<file path="config.mk">
export PLATFORM = sky130hd
export DESIGN_NAME = packbits_stride_decoder_core_flat
export DESIGN_NICKNAME = d
export VERILOG_FILES = /design/src/sv/psd_pkg.sv /design/src/sv/psd_in_if.sv /design/src/sv/psd_out_if.sv /design/src/sv/psd_cfg_if.sv /design/src/sv/packbits_stride_decoder_core.sv /design/src/sv/psd_front.sv /design/src/sv/psd_queue.sv /design/src/sv/psd_back.sv /design/src/flat_wrapper.sv
export SDC_FILE = /design/constraint.sdc
export NUM_CORES = 1
export LEC_CHECK = 0
export BUFFER_PORTS_ARGS = -buffer_cell sky130_fd_sc_hd__buf_2
export CAP_MARGIN = 20
export CELL_PAD_IN_SITES_DETAIL_PLACEMENT = 1
export CELL_PAD_IN_SITES_GLOBAL_PLACEMENT = 1
export CORE_AREA = 2 2 188 190
export DETAILED_ROUTE_END_ITERATION = 10
export DIE_AREA = 0 0 190 192
export PLACE_DENSITY = 0.6
export REMOVE_ABC_BUFFERS = 1
export SYNTH_ARGS = -nofsm -noshare
export SYNTH_HDL_FRONTEND = slang
export SYNTH_SLANG_ARGS = --single-unit
export TNS_END_PERCENT = 20
</file>
<file path="constraint.sdc">
create_clock -name clk -period 8.1 [get_ports clk]
set_input_delay 0.81 -clock clk [delete_from_list [all_inputs] [get_ports clk]]
set_output_delay 0.81 -clock clk [all_outputs]
set_load 0.1 [all_outputs]
</file>
<file path="src/sv/psd_pkg.sv">
`timescale 1ns / 1ps

package psd_pkg;

	// Field widths
	localparam int DATA_W     = 8;
	localparam int CH_W       = 3;
	localparam int IDX_W      = 10;
	localparam int ADDR_W     = 13;
	localparam int LEN_W      = 8;
	localparam int STRIDE_W   = 4;
	localparam int ECNT_W     = 11;
	localparam int CFG_IDX_W  = 2;
	localparam int CFG_DATA_W = 11;

	// Largest values the config registers can hold
	localparam int STRIDE_REG_MAX = (1 << STRIDE_W) - 1;
	localparam int ECNT_REG_MAX   = (1 << ECNT_W) - 1;

	// Register indexes
	localparam logic [CFG_IDX_W-1:0] CFG_STRIDE     = 2'd0;
	localparam logic [CFG_IDX_W-1:0] CFG_ELEM_COUNT = 2'd1;

	// Register reset values
	localparam logic [STRIDE_W-1:0] STRIDE_RST = 4'd4;
	localparam logic [ECNT_W-1:0]   ECNT_RST   = 11'd1024;

	// PackBits header codes
	localparam logic [DATA_W-1:0] HDR_NOP      = 8'd128;
	localparam logic [LEN_W-1:0]  REP_LEN_BIAS = 8'd2;

	// Depth of the queue between front and back (power of two)
	localparam int QUEUE_DEPTH = 4;

	// Parser state
	typedef enum logic [2:0] {
		MODE_HEADER  = 3'b001,
		MODE_LITERAL = 3'b010,
		MODE_REPEAT  = 3'b100
	} mode_t;

	// One parsed byte, front to back
	typedef struct packed {
		logic              run;
		logic              new_stream;
		logic [CH_W-1:0]   channel;
		logic [DATA_W-1:0] value;
		logic [LEN_W-1:0]  length;
	} q_entry_t;

endpackage

</file>
<file path="src/sv/psd_in_if.sv">
`timescale 1ns / 1ps

interface psd_in_if import psd_pkg::*; ();
	logic              valid;
	logic              ready;
	logic [DATA_W-1:0] data_byte;
	logic              first;
	logic [CH_W-1:0]   channel;

	modport source (output valid, output data_byte, output first, output channel, input ready);
	modport sink (input valid, input data_byte, input first, input channel, output ready);
endinterface

</file>
<file path="src/sv/psd_out_if.sv">
`timescale 1ns / 1ps

interface psd_out_if import psd_pkg::*; ();
	logic              valid;
	logic              ready;
	logic [DATA_W-1:0] run_value;
	logic [IDX_W-1:0]  element_index;
	logic [ADDR_W-1:0] byte_address;
	logic [LEN_W-1:0]  run_length;
	logic              stream_done;
	logic              overrun;

	modport source (output valid, output run_value, output element_index, output byte_address,
		output run_length, output stream_done, output overrun, input ready);
	modport sink (input valid, input run_value, input element_index, input byte_address,
		input run_length, input stream_done, input overrun, output ready);
endinterface

</file>
<file path="src/sv/psd_cfg_if.sv">
`timescale 1ns / 1ps

interface psd_cfg_if import psd_pkg::*; ();
	logic                  valid;
	logic                  ready;
	logic [CFG_IDX_W-1:0]  index;
	logic [CFG_DATA_W-1:0] data;

	modport source (output valid, output index, output data, input ready);
	modport sink (input valid, input index, input data, output ready);
endinterface

</file>
<file path="src/sv/packbits_stride_decoder_core.sv">
`timescale 1ns / 1ps

// PackBits run decoder with strided destination addressing.
// stream: one compressed byte per word (data_byte, first, channel). A word with
//   first set starts a new stream on the given channel and is its header byte.
// runs: one word per decoded run: value, first element index, byte address
//   (channel + index * stride), run length, stream_done and overrun.
// cfg: register writes (index 0 stride, index 1 element_count); always ready.
//   Write only while no bytes are in flight.
// Path: a byte that produces a run is written into the queue when it is
//   accepted, then taken into the output register once that register is
//   free. Throughput: one byte per cycle while runs does not stall and the
//   queue is not full, set by the count/clip/address update in the back end.
// Header bytes, no-op headers and bytes after a finished stream give no word.
// Reset: parser expects a header, stream on channel 0 with no elements
//   written, stride 4, element_count 1024.
// A stall on runs holds the output word; up to four parsed bytes collect in
//   the queue behind it, then stream.ready drops.
module packbits_stride_decoder_core import psd_pkg::*; #(
	parameter int MAX_ELEMENTS = 1024,
	parameter int MAX_STRIDE   = 8
) (
	input  logic       clk,
	input  logic       arst_n,
	psd_in_if.sink     stream,
	psd_out_if.source  runs,
	psd_cfg_if.sink    cfg
);

	logic [STRIDE_W-1:0] stride_q;
	logic [ECNT_W-1:0]   elem_count_q;

	logic     push_valid, push_ready, pop_valid, pop;
	q_entry_t push_entry, pop_entry;

	// Config registers
	assign cfg.ready = 1'b1;

	always_ff @(posedge clk or negedge arst_n) begin
		if (!arst_n) begin
			stride_q     <= STRIDE_RST;
			elem_count_q <= ECNT_RST;
		end else if (cfg.valid) begin
			case (cfg.index)
				CFG_STRIDE:     stride_q     <= cfg.data[STRIDE_W-1:0];
				CFG_ELEM_COUNT: elem_count_q <= cfg.data[ECNT_W-1:0];
				default: ;
			endcase
		end
	end

	psd_front u_front (
		.clk        (clk),
		.arst_n     (arst_n),
		.stream     (stream),
		.push_valid (push_valid),
		.push_entry (push_entry),
		.push_ready (push_ready)
	);

	psd_queue u_queue (
		.clk        (clk),
		.arst_n     (arst_n),
		.push_valid (push_valid),
		.push_entry (push_entry),
		.push_ready (push_ready),
		.pop_valid  (pop_valid),
		.pop_entry  (pop_entry),
		.pop        (pop)
	);

	psd_back #(
		.MAX_ELEMENTS (MAX_ELEMENTS),
		.MAX_STRIDE   (MAX_STRIDE)
	) u_back (
		.clk        (clk),
		.arst_n     (arst_n),
		.pop_valid  (pop_valid),
		.pop_entry  (pop_entry),
		.pop        (pop),
		.stride     (stride_q),
		.elem_count (elem_count_q),
		.runs       (runs)
	);

endmodule

</file>
<file path="src/sv/psd_front.sv">
`timescale 1ns / 1ps

module psd_front import psd_pkg::*; (
	input  logic     clk,
	input  logic     arst_n,
	psd_in_if.sink   stream,
	output logic     push_valid,
	output q_entry_t push_entry,
	input  logic     push_ready
);

	mode_t             mode_q, mode_d, eff_mode;
	logic [LEN_W-1:0]  lit_left_q, lit_left_d, lit_next;
	logic [LEN_W-1:0]  rep_len_q, rep_len_d;
	logic              accept;

	assign stream.ready = push_ready;
	assign accept       = stream.valid && push_ready;
	assign push_valid   = accept;

	// Header / literal / repeat parsing of one byte
	always_comb begin
		eff_mode   = stream.first ? MODE_HEADER : mode_q;
		mode_d     = mode_q;
		lit_left_d = lit_left_q;
		rep_len_d  = rep_len_q;
		lit_next   = lit_left_q - LEN_W'(lit_left_q != '0);

		push_entry.run        = 1'b0;
		push_entry.new_stream = stream.first;
		push_entry.channel    = stream.channel;
		push_entry.value      = stream.data_byte;
		push_entry.length     = LEN_W'(1);

		case (eff_mode)
			MODE_HEADER: begin
				if (stream.data_byte < HDR_NOP) begin
					lit_left_d = LEN_W'(stream.data_byte) + LEN_W'(1);
					mode_d     = MODE_LITERAL;
				end else if (stream.data_byte > HDR_NOP) begin
					// 257 - header
					rep_len_d = LEN_W'(~stream.data_byte) + REP_LEN_BIAS;
					mode_d    = MODE_REPEAT;
				end else begin
					mode_d = MODE_HEADER;
				end
			end
			MODE_LITERAL: begin
				lit_left_d     = lit_next;
				mode_d         = (lit_next == '0) ? MODE_HEADER : MODE_LITERAL;
				push_entry.run = 1'b1;
			end
			MODE_REPEAT: begin
				mode_d            = MODE_HEADER;
				push_entry.run    = 1'b1;
				push_entry.length = rep_len_q;
			end
			default: begin
				mode_d = MODE_HEADER;
			end
		endcase
	end

	// Parser state
	always_ff @(posedge clk or negedge arst_n) begin
		if (!arst_n) begin
			mode_q     <= MODE_HEADER;
			lit_left_q <= '0;
			rep_len_q  <= '0;
		end else if (accept) begin
			mode_q     <= mode_d;
			lit_left_q <= lit_left_d;
			rep_len_q  <= rep_len_d;
		end
	end

endmodule

</file>
<file path="src/sv/psd_queue.sv">
`timescale 1ns / 1ps

module psd_queue import psd_pkg::*; (
	input  logic     clk,
	input  logic     arst_n,
	input  logic     push_valid,
	input  q_entry_t push_entry,
	output logic     push_ready,
	output logic     pop_valid,
	output q_entry_t pop_entry,
	input  logic     pop
);

	localparam int PTR_W = $clog2(QUEUE_DEPTH);
	localparam int CNT_W = $clog2(QUEUE_DEPTH + 1);

	q_entry_t          slot_q [QUEUE_DEPTH];
	logic [PTR_W-1:0]  wr_ptr_q, rd_ptr_q;
	logic [CNT_W-1:0]  count_q;
	logic              do_push, do_pop;

	assign push_ready = (count_q != CNT_W'(QUEUE_DEPTH));
	assign pop_valid  = (count_q != '0);
	assign pop_entry  = slot_q[rd_ptr_q];
	assign do_push    = push_valid && push_ready;
	assign do_pop     = pop && pop_valid;

	// Entry storage
	always_ff @(posedge clk) begin
		if (do_push) begin
			slot_q[wr_ptr_q] <= push_entry;
		end
	end

	// Pointers and fill level
	always_ff @(posedge clk or negedge arst_n) begin
		if (!arst_n) begin
			wr_ptr_q <= '0;
			rd_ptr_q <= '0;
			count_q  <= '0;
		end else begin
			if (do_push) begin
				wr_ptr_q <= wr_ptr_q + PTR_W'(1);
			end
			if (do_pop) begin
				rd_ptr_q <= rd_ptr_q + PTR_W'(1);
			end
			if (do_push && !do_pop) begin
				count_q <= count_q + CNT_W'(1);
			end else if (do_pop && !do_push) begin
				count_q <= count_q - CNT_W'(1);
			end
		end
	end

endmodule

</file>
<file path="src/sv/psd_back.sv">
`timescale 1ns / 1ps

module psd_back import psd_pkg::*; #(
	parameter int MAX_ELEMENTS = 1024,
	parameter int MAX_STRIDE   = 8
) (
	input  logic                clk,
	input  logic                arst_n,
	input  logic                pop_valid,
	input  q_entry_t            pop_entry,
	output logic                pop,
	input  logic [STRIDE_W-1:0] stride,
	input  logic [ECNT_W-1:0]   elem_count,
	psd_out_if.source           runs
);

	localparam int LIM_MAX = (MAX_ELEMENTS < ECNT_REG_MAX) ? MAX_ELEMENTS : ECNT_REG_MAX;
	localparam int CNT_W   = $clog2(LIM_MAX + 1);
	localparam int STR_MAX = (MAX_STRIDE < STRIDE_REG_MAX) ? MAX_STRIDE : STRIDE_REG_MAX;
	localparam int STR_W   = $clog2(STR_MAX + 1);
	localparam int CMP_W   = (CNT_W > LEN_W) ? CNT_W : LEN_W;
	localparam int PROD_W  = CNT_W + STR_W;
	localparam int SUM_W   = (PROD_W + 1 > ADDR_W) ? PROD_W + 1 : ADDR_W;
	localparam int IDXE_W  = (CNT_W > IDX_W) ? CNT_W : IDX_W;

	logic [CNT_W-1:0]  written_q, written_d;
	logic [CH_W-1:0]   chan_q, chan_d;
	logic              done_q, done_d;

	logic [CNT_W-1:0]  lim, w0, left, w_new;
	logic [STR_W-1:0]  stride_lim;
	logic [CH_W-1:0]   c0;
	logic              d0, reached, emit, over, done_new, out_free;
	logic [LEN_W-1:0]  len_clip;
	logic [PROD_W-1:0] prod;
	logic [SUM_W-1:0]  addr_sum;
	logic [IDXE_W-1:0] idx_ext;

	logic              out_vld_q;
	logic [DATA_W-1:0] value_q;
	logic [IDX_W-1:0]  index_q;
	logic [ADDR_W-1:0] addr_q;
	logic [LEN_W-1:0]  len_q;
	logic              done_out_q, over_q;

	// Saturate the config values
	assign lim = (32'(elem_count) > LIM_MAX) ? CNT_W'(LIM_MAX) : CNT_W'(elem_count);
	assign stride_lim = (32'(stride) > STR_MAX) ? STR_W'(STR_MAX) : STR_W'(stride);

	// Output register frees when empty or when the word leaves
	assign out_free = !out_vld_q || runs.ready;
	assign pop      = pop_valid && out_free;

	// Run bookkeeping: clip, address, count update
	always_comb begin
		w0      = pop_entry.new_stream ? '0 : written_q;
		c0      = pop_entry.new_stream ? pop_entry.channel : chan_q;
		d0      = pop_entry.new_stream ? 1'b0 : done_q;
		reached = (w0 >= lim);
		emit    = pop_entry.run && !d0 && !reached;

		left     = lim - w0;
		over     = CMP_W'(pop_entry.length) > CMP_W'(left);
		len_clip = over ? LEN_W'(left) : pop_entry.length;
		w_new    = w0 + CNT_W'(len_clip);
		done_new = (w_new >= lim);

		prod     = PROD_W'(w0) * PROD_W'(stride_lim);
		addr_sum = SUM_W'(prod) + SUM_W'(c0);
		idx_ext  = IDXE_W'(w0);

		written_d = w0;
		chan_d    = c0;
		done_d    = d0 || reached;
		if (emit) begin
			written_d = w_new;
			done_d    = done_new;
		end
	end

	// Stream state
	always_ff @(posedge clk or negedge arst_n) begin
		if (!arst_n) begin
			written_q <= '0;
			chan_q    <= '0;
			done_q    <= 1'b0;
		end else if (pop) begin
			written_q <= written_d;
			chan_q    <= chan_d;
			done_q    <= done_d;
		end
	end

	// Output valid
	always_ff @(posedge clk or negedge arst_n) begin
		if (!arst_n) begin
			out_vld_q <= 1'b0;
		end else if (out_free) begin
			out_vld_q <= pop && emit;
		end
	end

	// Output payload
	always_ff @(posedge clk) begin
		if (pop && emit) begin
			value_q    <= pop_entry.value;
			index_q    <= idx_ext[IDX_W-1:0];
			addr_q     <= addr_sum[ADDR_W-1:0];
			len_q      <= len_clip;
			done_out_q <= done_new;
			over_q     <= over;
		end
	end

	assign runs.valid         = out_vld_q;
	assign runs.run_value     = value_q;
	assign runs.element_index = index_q;
	assign runs.byte_address  = addr_q;
	assign runs.run_length    = len_q;
	assign runs.stream_done   = done_out_q;
	assign runs.overrun       = over_q;

`ifndef SYNTHESIS
	a_len_nonzero: assert property (@(posedge clk) disable iff (!arst_n)
		out_vld_q |-> (len_q != '0))
		else $error("run word with zero length");

	a_over_done: assert property (@(posedge clk) disable iff (!arst_n)
		(out_vld_q && over_q) |-> done_out_q)
		else $error("clipped run without stream done");

	a_done_from_pop: assert property (@(posedge clk) disable iff (!arst_n)
		$rose(done_q) |-> $past(pop))
		else $error("stream done set without a queue pop");

	a_word_from_pop: assert property (@(posedge clk) disable iff (!arst_n)
		$rose(out_vld_q) |-> $past(pop))
		else $error("run word appeared without a queue pop");
`endif

endmodule
</file>
<file path="src/flat_wrapper.sv">
// flat-port wrapper written by rule: the top's interface ports become plain ports
module packbits_stride_decoder_core_flat import psd_pkg::*;
#(
	parameter int MAX_ELEMENTS = 1024,
	parameter int MAX_STRIDE   = 8
)
  (clk, arst_n, stream_valid, stream_data_byte, stream_first, stream_channel, stream_ready, runs_valid, runs_run_value, runs_element_index, runs_byte_address, runs_run_length, runs_stream_done, runs_overrun, runs_ready, cfg_valid, cfg_index, cfg_data, cfg_ready);
  psd_in_if stream_i ();
  psd_out_if runs_i ();
  psd_cfg_if cfg_i ();
  input  logic clk;
  input  logic arst_n;
  input wire logic [$bits(stream_i.valid)-1:0] stream_valid;
  input wire logic [$bits(stream_i.data_byte)-1:0] stream_data_byte;
  input wire logic [$bits(stream_i.first)-1:0] stream_first;
  input wire logic [$bits(stream_i.channel)-1:0] stream_channel;
  output wire logic [$bits(stream_i.ready)-1:0] stream_ready;
  output wire logic [$bits(runs_i.valid)-1:0] runs_valid;
  output wire logic [$bits(runs_i.run_value)-1:0] runs_run_value;
  output wire logic [$bits(runs_i.element_index)-1:0] runs_element_index;
  output wire logic [$bits(runs_i.byte_address)-1:0] runs_byte_address;
  output wire logic [$bits(runs_i.run_length)-1:0] runs_run_length;
  output wire logic [$bits(runs_i.stream_done)-1:0] runs_stream_done;
  output wire logic [$bits(runs_i.overrun)-1:0] runs_overrun;
  input wire logic [$bits(runs_i.ready)-1:0] runs_ready;
  input wire logic [$bits(cfg_i.valid)-1:0] cfg_valid;
  input wire logic [$bits(cfg_i.index)-1:0] cfg_index;
  input wire logic [$bits(cfg_i.data)-1:0] cfg_data;
  output wire logic [$bits(cfg_i.ready)-1:0] cfg_ready;
  assign stream_i.valid = stream_valid;
  assign stream_i.data_byte = stream_data_byte;
  assign stream_i.first = stream_first;
  assign stream_i.channel = stream_channel;
  assign stream_ready = stream_i.ready;
  assign runs_valid = runs_i.valid;
  assign runs_run_value = runs_i.run_value;
  assign runs_element_index = runs_i.element_index;
  assign runs_byte_address = runs_i.byte_address;
  assign runs_run_length = runs_i.run_length;
  assign runs_stream_done = runs_i.stream_done;
  assign runs_overrun = runs_i.overrun;
  assign runs_i.ready = runs_ready;
  assign cfg_i.valid = cfg_valid;
  assign cfg_i.index = cfg_index;
  assign cfg_i.data = cfg_data;
  assign cfg_ready = cfg_i.ready;
  packbits_stride_decoder_core #(.MAX_ELEMENTS(MAX_ELEMENTS), .MAX_STRIDE(MAX_STRIDE)) u_core (.clk(clk), .arst_n(arst_n), .stream(stream_i), .runs(runs_i), .cfg(cfg_i));
endmodule
</file>
## Yosys cells after proc, flatten, opt, wreduce, memory -nomap -nowiden

Memories as Yosys holds them, arrays and structs flattened.
Index checks and enable logic that the tools add are counted.

| storage, ports and cells | value |
|---|---|
| register bits | 98 |
| memory bits (writable) | 84 |
| bits of input ports | 30 |
| output and inout bits | 44 |
| logic and storage cells | 93 |
| memories | 1 |

| cells by class | value |
|---|---|
| add/subtract/negate cells | 10 |
| $mul | 1 |
| magnitude comparators | 7 |
| equality and inequality tests | 6 |
| multiplexer cells | 21 |
| bitwise operators | 2 |
| reduce and logical (&&, ||, !) cells | 27 |

Memories:

| memory | words | width | rd ports | clocked after memory_dff | write ports | RTL line | source |
|---|---|---|---|---|---|---|---|
| u_core.u_queue.slot_q | 4 | 21 | 1 | 0 | 1 | psd_queue.sv:17 | `q_entry_t slot_q [QUEUE_DEPTH];` |

Operators by type and width:

| kind | count |
|---|---|
| $mux W11 | 3 |
| $mux W8 | 3 |
| $ge A11 B11 Y1 | 2 |
| $mux W3 | 6 |
| $pmux W8 S2 | 1 |
| $add A13 B3 Y13 | 1 |
| $mul A11 B4 Y13 | 1 |
| $add A11 B8 Y11 | 1 |
| $gt A11 B11 Y1 const B | 1 |
| $gt A8 B11 Y1 | 1 |
| $sub A11 B11 Y11 | 1 |
| $logic_and A1 B1 Y1 | 9 |
| $add A8 B1 Y8 const B | 1 |
| $add A8 B2 Y8 const B | 1 |
| $gt A8 B8 Y1 const B | 1 |
| $logic_not A8 Y1 | 1 |
| $lt A8 B8 Y1 const B | 1 |
| $not A8 Y8 | 1 |
| $reduce_bool A8 Y1 | 1 |
| $sub A8 B1 Y8 | 1 |
| $pmux W3 S2 | 1 |
| $logic_not A1 Y1 | 5 |
| $mux W1 | 5 |
| $add A2 B1 Y2 const B | 2 |
| 20 further kinds | 23 |

## Logic depth before layout (Yosys ltp)

| depth | value |
|---|---|
| depth after elaboration | 8 |
| depth in mapped cells | 37 |
| gate-level depth less buffers | 35 |

## Cells and area by module

Synthesis repeated with hierarchy kept, for this count alone.

| second synthesis, totals | value |
|---|---|
| cells, all modules | 828 |
| area total of the unflattened synthesis | 10442.5 sq um |

Modules (own cells, without submodules):

| module | instances | cells each | area an instance (sq um) |
|---|---|---|---|
| psd_back | 1 | 482 | 4827.1 |
| psd_queue | 1 | 145 | 3474.6 |
| psd_front | 1 | 166 | 1495.2 |
| packbits_stride_decoder_core | 1 | 35 | 645.6 |

## Worst setup path before layout

No wires, ideal clock.

| timing | value |
|---|---|
| path kind | reg2reg |
| from | register u_core.u_queue.rd_ptr_q[0] |
| to | register u_core.u_back.done_out_q (netlist: u_core.u_back.runs.stream_done), data pin |
| setup time | 0.276 ns |
| arrival | 6.588 ns |
| data required time | 7.824 ns |
| setup slack | 1.237 ns |
| cell stages (with the launch flop) | 34 |
| path through | dfrtp_1 buf_6 mux2i_1 mux2_2 clkbuf_1 nand2_1 inv_1 ha_1 inv_1 fa_1 a21o_1 a21oi_1 nor3b_1 a211oi_1 xnor2_1 inv_1 ha_1 nand4_1 o21ai_0 a211oi_1 nand4_4 mux2_1 fa_1 a21o_1 a211o_1 a21oi_1 a21oi_1 nand3_1 xor2_1 ha_1 o2111ai_1 nor2_1 a211oi_1 o21ai_0 |

| on the way | value |
|---|---|
| word-level cells in the longest chain between the ends | 7 |

Ends and longest elaborated chain:

| element | RTL line | source |
|---|---|---|
| start: declaration | psd_queue.sv:18 | `logic [PTR_W-1:0] wr_ptr_q, rd_ptr_q;` |
| start signal: assignment | psd_queue.sv:46 | `rd_ptr_q <= rd_ptr_q + PTR_W'(1);` |
| $mem_v2 Z4 W21 (*) | n/a |  |
| $mux W11 (*) | psd_back.sv:56 | `w0 = pop_entry.new_stream ? '0 : written_q;` |
| named net u_core.u_back.idx_ext[0] | psd_back.sv:37 | `logic [IDXE_W-1:0] idx_ext;` |
| $sub A11 B11 Y11 (*) | psd_back.sv:62 | `left = lim - w0;` |
| $gt A8 B11 Y1 | psd_back.sv:63 | `over = CMP_W'(pop_entry.length) > CMP_W'(left);` |
| $mux W8 (*) | psd_back.sv:64 | `len_clip = over ? LEN_W'(left) : pop_entry.length;` |
| named net u_core.u_back.len_clip[1] | psd_back.sv:34 | `logic [LEN_W-1:0] len_clip;` |
| $add A11 B8 Y11 (*) | psd_back.sv:65 | `w_new = w0 + CNT_W'(len_clip);` |
| $ge A11 B11 Y1 (*) | psd_back.sv:66 | `done_new = (w_new >= lim);` |
| named net u_core.u_back.done_new | psd_back.sv:33 | `logic d0, reached, emit, over, done_new, out_free;` |
| end signal: assignment | psd_back.sv:110 | `done_out_q <= done_new;` |
| end: declaration | psd_back.sv:44 | `logic done_out_q, over_q;` |

Mark *: on every way through the listed nets, which the timed path passes. The rest lies on a longest branch.
A chain may end at the register's enable or synchronous reset.

## Worst setup path after layout

Ends and elaborated chain as after synthesis.

==> impl_results.md <==
* Outcome: completed
* Synth Register Bits at between 150 and 200
* Routed Antenna Nets at 0
* Post-Syn Area at 10160 µm²
* Internal power at 2.641 mW
* Initial antenna violation count at 0
* Max clock buf depth at 2
* Clk pin slew, worst setup/hold paths at 0.08 ns
* CP Data Arrival Time at slightly below 8 ns
* RSZ-0062 raised after global routing: false
* Max cap viols at 0
* Final net count at 1020
* Die Width at between 150 and 200 µm
* Final WL at around 24000 µm
* Final Cycle Share at 0.9294
* Synth area leader: edfxtp_1
* Avg Cell Area, Syn at ~12 µm²
* Final hold violation count at 0
* Final setup TNS at 0 ns
* Synth Flop Type: edfxtp_1
* Worst Setup Path Type: flop to flop
* Required @ worst endpoint at 8.27 ns
* CP endpoint kind: flop
* Number of H-tree levels at 4
* Initial drt markers at between 200 and 250
* Hold_buf cts at 0
* Peak Freq at 0.1328 GHz
* Unique masters post-synth at 75
* CTS root buf: clkbuf_16
* Sequential share of the synthesized area at 0.5101
* Clock network power share at 0.185
* Worst-Margin Slew at 0.9507 ns
* DP HPWL at 17710 µm
* Reg2Reg Depth at 31
* Die Ht at ~190 µm
* Met2 routed WL at 11920 µm
* Top sig layer: met4
* Met3 WL at 618 µm
* Final GP Congestion at 0.7943
* Via count at 6415
* Combinational power share at 0.512
* Hold Crit Depth at 1
* Core ar. at 34290 µm²
* Worst-path maximum fanout at 15
* CTS tree: yes
* Slew Viols, Final at 0
* Critical-path top delay cell: dfrtp_1
* Final setup skew at 0.01841 ns
* Placed cell count at approximately 1300
* # diodes at 0
* Sw Share at 0.4578
* Num CTS Buffers at 17
* Hold Path Class: flop to flop
* CP Launch Type: flop
* Non-filler cells, final at around 1400
* Pwr/cell area at approximately 420 nW/µm²
* Setup violators final at 0
* IO Port Bufs at 72
* Synth-to-Final Area Change at 15.14%
* Die footprint at about 36000 µm²
* Grt ovf at 0
* Leakage power at 4.934 nW
* Met1 Wirelength at 10990 µm
* Rel. slew slack at 0.3654
* First drt pass iteration count at 6
* Clock latency on the worst-skew pair at 0.45 ns
* Largest net degree at the start of global routing at 58
* Ports at 74
* Vias/cell at 4.710
* All-layer global routing usage at 0.1397
* Ranking of synthesized cells by area: edfxtp_1 (37%), dfrtp_1 (13%), ha_1 (9.1%)
* First-pass GRT wire length at 38700 µm
* Core Rows at 68
* Ys Warns at 0
* Post-route DRC violation count at 0
* Switching power at 2.230 mW
* Post-synth top area share at 0.3694
* Sink Count at ~180
* Starting density of the core at 0.2964
* Post-synth EDFFs at ~130
* Vias in the first global route at 7005
* WL/cell at 17.67 µm
* # fillers at 3697
* Cell count after synthesis at between 800 and 900
* Post-synth ARST share at 0.3132
* Reg power frac at 0.303
* Final min period at 7.528 ns
* Peak VDD IR at around 0.23 mV
* Fraction of layout cells with a size suffix above 1 at 0.2029
* Max incr delay on CP at roughly 0.48 ns
metal layers:
metal / vias up / GRT usage
met5: - / 0
met1: 3209 / 0.1724
met3: 33 / 0.02960
li1: 3084 / -
met4: 0 / 0.04949
met2: 89 / 0.2416
layout make-up:
| cell class | count | area (µm²) | share of cell area |
|---|---|---|---|
| clock buffer | 19 | 432.9 | 0.03700 |
| clock inverter | 13 | 188.9 | 0.01615 |
| inverter | 77 | 292.8 | 0.02502 |
| multi-input combinational | 533 | 4591 | 0.3923 |
| sequential | 182 | 5184 | 0.4430 |
| tap | 455 | 569.3 | 0.04865 |
| timing repair buffer | 83 | 442.9 | 0.03785 |
power by group through the flow:
stage / Clock, mW / Sequential [mW] / Combinational [mW]
after detailed placement: 0 / 1.50 / 2.52
final: 0.900 / 1.47 / 2.50
after floorplan: 0 / 2.09 / 1.29
after CTS: 0.928 / 1.48 / 2.54
after global placement: 0 / 1.49 / 2.50
after global routing: 0.962 / 1.51 / 2.73
placed cells by master, fill, tap and decap left out, drive strengths merged, types with 13 or more instances in the layout:
master	synthesis	final
o21ai	24	24
xor2	14	14
a21oi	37	37
nand2b	17	17
inv	76	83
dfrtp	54	54
ha	74	74
a22o	13	13
fa	22	22
nand2	82	82
mux4	20	20
xnor2	33	33
buf	9	83
mux2	35	35
edfxtp	125	125
clkbuf	14	19
nor2	41	41
critical path: cells and delay by family (launching register included):
| family | cells | cell delay (ns) |
|---|---|---|
| compound gates | 12 | 2.68 |
| xor+xnor | 2 | 0.39 |
| fa+ha+maj | 5 | 1.64 |
| buf+inv | 3 | 0.29 |
| flops | 1 | 0.48 |
| mux | 3 | 0.99 |
| simple gates | 6 | 0.77 |
state kept, by name (all words and copies together) (netlist names):
name and cells:
u_core.elem_count_q 11, u_core.stride_q 4, u_core.u_back.chan_q 3, u_core.u_back.done_q 1, u_core.u_back.runs.byte_address 13, u_core.u_back.runs.element_index 10, u_core.u_back.runs.overrun 1, u_core.u_back.runs.run_length 8
u_core.u_back.runs.run_value 8, u_core.u_back.runs.stream_done 1, u_core.u_back.runs.valid 1, u_core.u_back.written_q 11, u_core.u_front.lit_left_q 8, u_core.u_front.mode_q 3, u_core.u_front.rep_len_q 8, u_core.u_queue.count_q 3
u_core.u_queue.rd_ptr_q 2, u_core.u_queue.slot_q 84, u_core.u_queue.wr_ptr_q 2
logic make-up (layout without fill, tap and decap cells):
kind of cell,Yosys count,in the layout,synth area share
other cells,1,1,0.0003690
simple gates,203,203,0.09776
xor+xnor,47,47,0.04125
mux,62,62,0.09333
buf+inv,100,192,0.03915
flops,182,182,0.5101
compound gates,124,124,0.08360
fa+ha+maj,96,96,0.1344
worst paths after layout:
check / slack (ns) / endpoint / from
setup / recovery: 0.57 / u_core.u_back.runs.stream_done / u_core.u_queue.rd_ptr_q[0]
setup reg to reg: 0.57 / u_core.u_back.runs.stream_done / u_core.u_queue.rd_ptr_q[0]
hold / removal: 0.50 / u_core.u_queue.count_q[2] / u_core.u_queue.count_q[2]
max in group asynchronous: 7.00 / u_core.u_back.written_q[1] / arst_n
min in group asynchronous: 0.55 / u_core.u_back.runs.valid / arst_n
hold reg to reg: 0.50 / u_core.u_queue.count_q[2] / u_core.u_queue.count_q[2]
repair_timing:
action | CTS | global route
endpoints found under the setup margin | 0 | 2
gates resized for setup | 0 | 1
buffers inserted | 0 | 0
metrics by stage:
| step | power, mW | hold slack, ns | util | setup WS, ns | area, µm² |
|---|---|---|---|---|---|
| after floorplan | 3.389 | 0.4584 | - | 0.6936 | 10060 |
| after global placement | 3.985 | 0.4817 | 0.3228 | 0.7431 | 11070 |
| after detailed placement | 4.015 | 0.4739 | 0.3228 | 0.4117 | 11070 |
| after CTS | 4.944 | 0.4989 | 0.3409 | 0.3672 | 11690 |
| after global routing | 5.206 | 0.5197 | 0.3413 | 0.03208 | 11700 |
| final | 4.871 | 0.4973 | 0.3413 | 0.5721 | 11700 |
synth_stat cells (all sizes together) (2+ instances only):
cell type	number
nor2b	11
a221oi	2
clkbuf	14
o31ai	3
inv	76
nor4b	2
a31oi	3
and2	11
nor2	41
a22o	13
nand4	7
a211oi	5
o21bai	5
edfxtp	125
buf	9
mux4	20
and3	4
nand2b	17
nand2	82
a2111oi	2
or3	3
mux2i	7
dfstp	3
dfrtp	54
a21oi	37
xor2	14
ha	74
o22ai	2
nand3	5
xnor2	33
a21o	11
mux2	35
nor3b	2
or2	3
nand3b	3
o21ai	24
nor3	7
fa	22
o21a	3
Note: power is estimated with default switching activity, not from simulation.
